$ cat src/rtl/nearest_palette_color_mapper_top_defines.svh
// Assertion macros for the nearest palette color mapper.
// Used by nearest_palette_color_mapper_top; expects clk and rst_n in scope.
`ifndef NEAREST_PALETTE_COLOR_MAPPER_TOP_DEFINES_SVH
`define NEAREST_PALETTE_COLOR_MAPPER_TOP_DEFINES_SVH

// same-cycle implication, disabled during reset
`define NPCM_ASSERT_NOW(label, ante, cons) \
    label: assert property (@(posedge clk) disable iff (!rst_n) (ante) |-> (cons)) \
        else $error("npcm assertion failed (same cycle)");

// next-cycle implication, disabled during reset
`define NPCM_ASSERT_NEXT(label, ante, cons) \
    label: assert property (@(posedge clk) disable iff (!rst_n) (ante) |=> (cons)) \
        else $error("npcm assertion failed (next cycle)");

`endif

$ cat src/rtl/npcm_pkg.sv
// Shared types and constants for the nearest palette color mapper.
// No dependencies.
package npcm_pkg;

    localparam int unsigned MAX_COLORS_DEF = 16;
    localparam int unsigned MAX_COLORS_LIM = 256;
    localparam int unsigned BEST_W         = $clog2(MAX_COLORS_LIM);
    localparam int unsigned DIST_W         = 18;
    localparam int unsigned SIZE_W         = 5;
    localparam logic [SIZE_W-1:0] SIZE_RESET = 5'd16;

    localparam logic ACT_LOAD = 1'b0;
    localparam logic ACT_MAP  = 1'b1;

    typedef struct packed {
        logic       action;
        logic [3:0] slot_index;
        logic [7:0] red_in;
        logic [7:0] green_in;
        logic [7:0] blue_in;
    } in_word_t;

    typedef struct packed {
        logic [3:0] best_index;
        logic [7:0] red_out;
        logic [7:0] green_out;
        logic [7:0] blue_out;
    } out_word_t;

    // word passed from one cell to the next
    typedef struct packed {
        logic              valid;
        in_word_t          item;
        logic [DIST_W-1:0] best_dist;
        logic [BEST_W-1:0] best_idx;
        logic [23:0]       best_color;
    } cell_bus_t;

endpackage

$ cat src/rtl/npcm_cell.sv
// One palette slot of the search chain: holds its color, updates the running best.
// Depends on npcm_pkg.
module npcm_cell #(
    parameter int unsigned INDEX = 0
) (
    input  logic                       clk,
    input  logic                       rst_n,
    input  logic                       advance,
    input  logic [npcm_pkg::SIZE_W-1:0] palette_size,
    input  npcm_pkg::cell_bus_t        bus_in,
    output npcm_pkg::cell_bus_t        bus_out
);

    logic [23:0]                   entry_reg;
    logic                          valid_reg;
    npcm_pkg::cell_bus_t           data_reg;
    npcm_pkg::cell_bus_t           data_next;
    logic [7:0]                    dr, dg, db;
    logic [15:0]                   sr, sg, sb;
    logic [npcm_pkg::DIST_W-1:0]   sq_dist;
    logic                          active;
    logic                          take;
    logic                          write_en;

    always_comb
    begin
        dr = (bus_in.item.red_in > entry_reg[23:16]) ?
             bus_in.item.red_in - entry_reg[23:16] : entry_reg[23:16] - bus_in.item.red_in;
        dg = (bus_in.item.green_in > entry_reg[15:8]) ?
             bus_in.item.green_in - entry_reg[15:8] : entry_reg[15:8] - bus_in.item.green_in;
        db = (bus_in.item.blue_in > entry_reg[7:0]) ?
             bus_in.item.blue_in - entry_reg[7:0] : entry_reg[7:0] - bus_in.item.blue_in;
        sr = dr * dr;
        sg = dg * dg;
        sb = db * db;
        sq_dist = npcm_pkg::DIST_W'(sr) + npcm_pkg::DIST_W'(sg) + npcm_pkg::DIST_W'(sb);

        // size 0 searches slot 0 only
        active = (INDEX == 0) || (INDEX < 32'(palette_size));
        take   = bus_in.valid && (bus_in.item.action == npcm_pkg::ACT_MAP) && active &&
                 ((INDEX == 0) || (sq_dist < bus_in.best_dist));
        write_en = advance && bus_in.valid && (bus_in.item.action == npcm_pkg::ACT_LOAD) &&
                   (32'(bus_in.item.slot_index) == INDEX);

        data_next = bus_in;
        if (take)
        begin
            data_next.best_dist  = sq_dist;
            data_next.best_idx   = npcm_pkg::BEST_W'(INDEX);
            data_next.best_color = entry_reg;
        end
    end

    always_ff @(posedge clk or negedge rst_n)
    begin
        if (!rst_n)
        begin
            valid_reg <= 1'b0;
        end
        else if (advance)
        begin
            valid_reg <= bus_in.valid;
        end
    end

    always_ff @(posedge clk)
    begin
        if (advance)
        begin
            data_reg <= data_next;
        end
        if (write_en)
        begin
            entry_reg <= {bus_in.item.red_in, bus_in.item.green_in, bus_in.item.blue_in};
        end
    end

    always_comb
    begin
        bus_out       = data_reg;
        bus_out.valid = valid_reg;
    end

endmodule

$ cat config.mk
export PLATFORM = sky130hd
export DESIGN_NAME = npcm_cell
export DESIGN_NICKNAME = d
export VERILOG_FILES = /design/src/rtl/nearest_palette_color_mapper_top_defines.svh /design/src/rtl/npcm_pkg.sv /design/src/rtl/npcm_cell.sv
export SDC_FILE = /design/constraint.sdc
export NUM_CORES = 1
export LEC_CHECK = 0
export BUFFER_PORTS_ARGS = -buffer_cell sky130_fd_sc_hd__buf_4
export CAP_MARGIN = 25
export CORE_UTILIZATION = 54
export CTS_CLUSTER_DIAMETER = 100
export DETAILED_ROUTE_END_ITERATION = 8
export PLACE_DENSITY = 0.88
export SYNTH_ARGS = -nofsm -noshare
export SYNTH_HDL_FRONTEND = slang
export SYNTH_SLANG_ARGS = --single-unit
$ cat constraint.sdc
create_clock -name clk -period 7.88 [get_ports clk]
set_clock_uncertainty 0.15 [all_clocks]
set_input_delay 0.788 -clock clk [delete_from_list [all_inputs] [get_ports clk]]
set_output_delay 0.788 -clock clk [all_outputs]
set_load 0.05 [all_outputs]
==> key figures <==
Outcome
  • Status: finished, violations left
  • Failing checks: negative setup slack

Clock tree
  • Worst-Skew Late Latency: 370 ps
  • Clock slew at reported path FFs: 80 ps
  • CTS buffer count: 9
  • CTS tree: yes
  • Sink Count: 104
  • H-Tree Depth: 3
  • CTS Buffer Depth: 2
  • Post-CTS Hold Fix Bufs: 0
  • Clock root buffer: clkbuf_16

Flow run
  • Max-Cap Viols: 0

Yosys
  • Sequential-to-total area share from yosys stat: 0.281
  • Most used flip-flop cell after synthesis: edfxtp_1
  • Post-synth cell types: 68
  • Number of synthesized register bits: 104
  • Mapped Nets: 1436
  • Cell area after synthesis: 11100 µm²
  • Yosys top cell area share: 0.279
  • Count of flip-flops with a built-in enable after synthesis: 103
  • Largest area contributor in the netlist: edfxtp_1
  • Mean Syn Cell Area: 10.2 µm²
  • Synth async-reset ratio: 0.00962
  • Syn. warnings: 0
  • Main area contributors after synthesis: edfxtp_1 28%, fa_1 25%, ha_1 14%
  • Post-synthesis cell count: 1086

Detailed routing
  • Vias: 9711
  • 1st-pass router iterations: 5
  • Via density: 5.61
  • DRT iter0 DRCs: 912
  • Routed len/inst: 19.9 µm
  • DRT antenna net count: 0
  • # DRC: 0
  • WL final: 34.5 mm

Cells and area
  • # diodes: 0
  • Max FFs per register: 79
  • Fin area: 15200 µm²
  • Util after Layout: 0.752
  • Share of layout cells above drive strength 1: 0.371
  • Area delta synth->final: 37.0%
  • # nets final: 1807

Placement
  • Pre-CTS setup slack: -1050 ps
  • IO buf count: 162
  • Dpl cell area: 14200 µm²
  • Gp weighted congestion: 0.896
  • Detailed Place HPWL: 22.6 mm

STA
  • Fin. Hold Viols: 0
  • Tcrit/Tclk final: 1.11
  • RSZ-0062 raised after global routing: true
  • Max_slew headroom: 0.398
  • Fmax: 115 MHz
  • Slew Limit Fails: 0
  • Worst-Margin Slew: 903 ps
  • Min Clock Period, post-route: 8720 ps
  • Setup violators final: 12
  • Min setup slack post-route: -838 ps
  • Total negative slack: -6610 ps

GRT
  • First-pass GRT wire length: 51.7 mm
  • Vias in the first global route: 10400
  • Largest net degree at the start of global routing: 94
  • GRT Total Usage: 0.316
  • Overflow after GRT: 0
  • Antenna violations before repair: 0

Worst setup path
  • Crit-path max cell delay: 590 ps
  • Startpoint type of the worst setup path: input pin
  • CP required: 7820 ps
  • Slowest CP cell: fa_1
  • CP delay by family, top: adder cells
  • Crit Path Max Fanout: 5
  • CP arrival: 8650 ps
  • Critical path class: in -> reg
  • CP most frequent cell: buf_4
  • Worst path bufs/invs: 16
  • Crit. End Element: flop

Floorplan
  • Core area: 20200 µm²
  • Die Wd: 145 µm
  • Top-Level Pins: 168
  • Rows: 52
  • Die area: 21100 µm²
  • Initial Util: 0.549
  • Die height: 145 µm

Hold path
  • Hold Path Class: in -> async
-- what timing repair did --
action / 4_1_cts / 5_1_grt
setup endpoints to repair: 11 / 12
cloned: 1 / 0
pin swaps: 52 / 17
resized for setup: 83 / 28
buffers inserted: 34 / 4
-- metrics by stage --
stage          hold WS [ps]  instances
2_1_floorplan           342       1086
3_3_place_gp            362       1679
3_5_place_dp            405       1679
4_1_cts                32.5       1728
5_1_grt                30.8       1732
6_report               35.2       1732
-- worst reg2reg max path, delay by kind of cell (launching register included) --
kind	cells	cell delay (ps)
buf+inv	14	1340
fa+ha+maj	10	4010
flops	1	430
simple gates	1	170
xor+xnor	2	330
compound gates	7	1550
mux	1	340
-- cells by family (layout without fill, tap and decap cells) --
| kind of cell | Yosys count | in the layout | synth area share |
|---|---|---|---|
| simple gates | 234 | 234 | 0.0987 |
| buf+inv | 288 | 663 | 0.100 |
| mux | 17 | 17 | 0.0162 |
| flops | 104 | 104 | 0.281 |
| fa+ha+maj | 262 | 262 | 0.389 |
| xor+xnor | 33 | 33 | 0.0281 |
| compound gates | 148 | 149 | 0.0862 |
-- per-layer routing --
metal,vias to the layer above,track usage,routed length [µm]
li1,4194,-,-
met1,4716,0.364,12200
met2,595,0.537,17200
met3,206,0.0657,2880
met4,0,0.205,2240
met5,-,0,0
-- cells in the final DEF, fill, tap and decap left out, types with 5 or more instances in the layout --
| master | n |
|---|---|
| o21ai_0 | 48 |
| xor2_1 | 15 |
| nor2b_1 | 9 |
| ha_1 | 113 |
| buf_6 | 5 |
| clkbuf_16 | 9 |
| nor2_1 | 68 |
| xnor2_1 | 7 |
| nand2b_1 | 14 |
| nor2_2 | 10 |
| a21oi_1 | 19 |
| inv_2 | 18 |
| inv_1 | 241 |
| fa_1 | 120 |
| fa_2 | 18 |
| buf_4 | 379 |
| and2_1 | 11 |
| nor2_4 | 5 |
| mux2i_1 | 6 |
| mux2i_2 | 5 |
| edfxtp_1 | 103 |
| xnor2_2 | 6 |
| a21o_1 | 14 |
| a21oi_2 | 8 |
| ha_4 | 9 |
| xor2_2 | 5 |
| nand2_1 | 68 |
| o21ai_1 | 7 |
-- cell type report --
class,count,area [µm²]
clock buffers,9,225
clock inverters,7,58.8
fillers,1178,5000
inverters,261,995
multi-input cells,695,7500
flip-flops and latches,104,3120
well taps,270,338
repair buffers,386,2940
-- cells in the mapped netlist (3+ instances only) --
cell / n
a21oi_1: 30
xor2_1: 18
nand3b_1: 3
inv_1: 258
ha_1: 124
a21o_1: 14
o211ai_1: 3
o21bai_1: 3
xnor2_1: 12
nand2b_1: 17
edfxtp_1: 103
and2_1: 11
a211oi_1: 4
o31ai_1: 5
nor3_1: 3
nor2b_1: 10
buf_2: 6
o21ai_0: 56
and3_1: 3
nor3b_1: 4
buf_4: 3
or2_2: 6
or2_1: 5
clkbuf_1: 16
mux2_2: 4
a31oi_1: 6
nor2_1: 82
mux2i_1: 12
nand2_1: 69
inv_2: 3
nand3_1: 5
fa_1: 138
or3_1: 4
nand4_1: 4
-- path summary, 6_finish.rpt --
path	startpoint	end	slack [ps]	cells after the start
worst max-delay path	bus_in[66]	bus_out[43]	-840	37
max in group asynchronous	rst_n	valid_reg	7460	1
worst min-delay path	rst_n	valid_reg	40	1
worst max register to register	entry_reg[16]	bus_out[43]	-740	35
min in group clk	valid_reg	valid_reg	400	2
worst min register to register	valid_reg	valid_reg	400	2
Power is not shown: default switching activity piles up to over one toggle a cycle in this logic, so the estimate is an artifact.
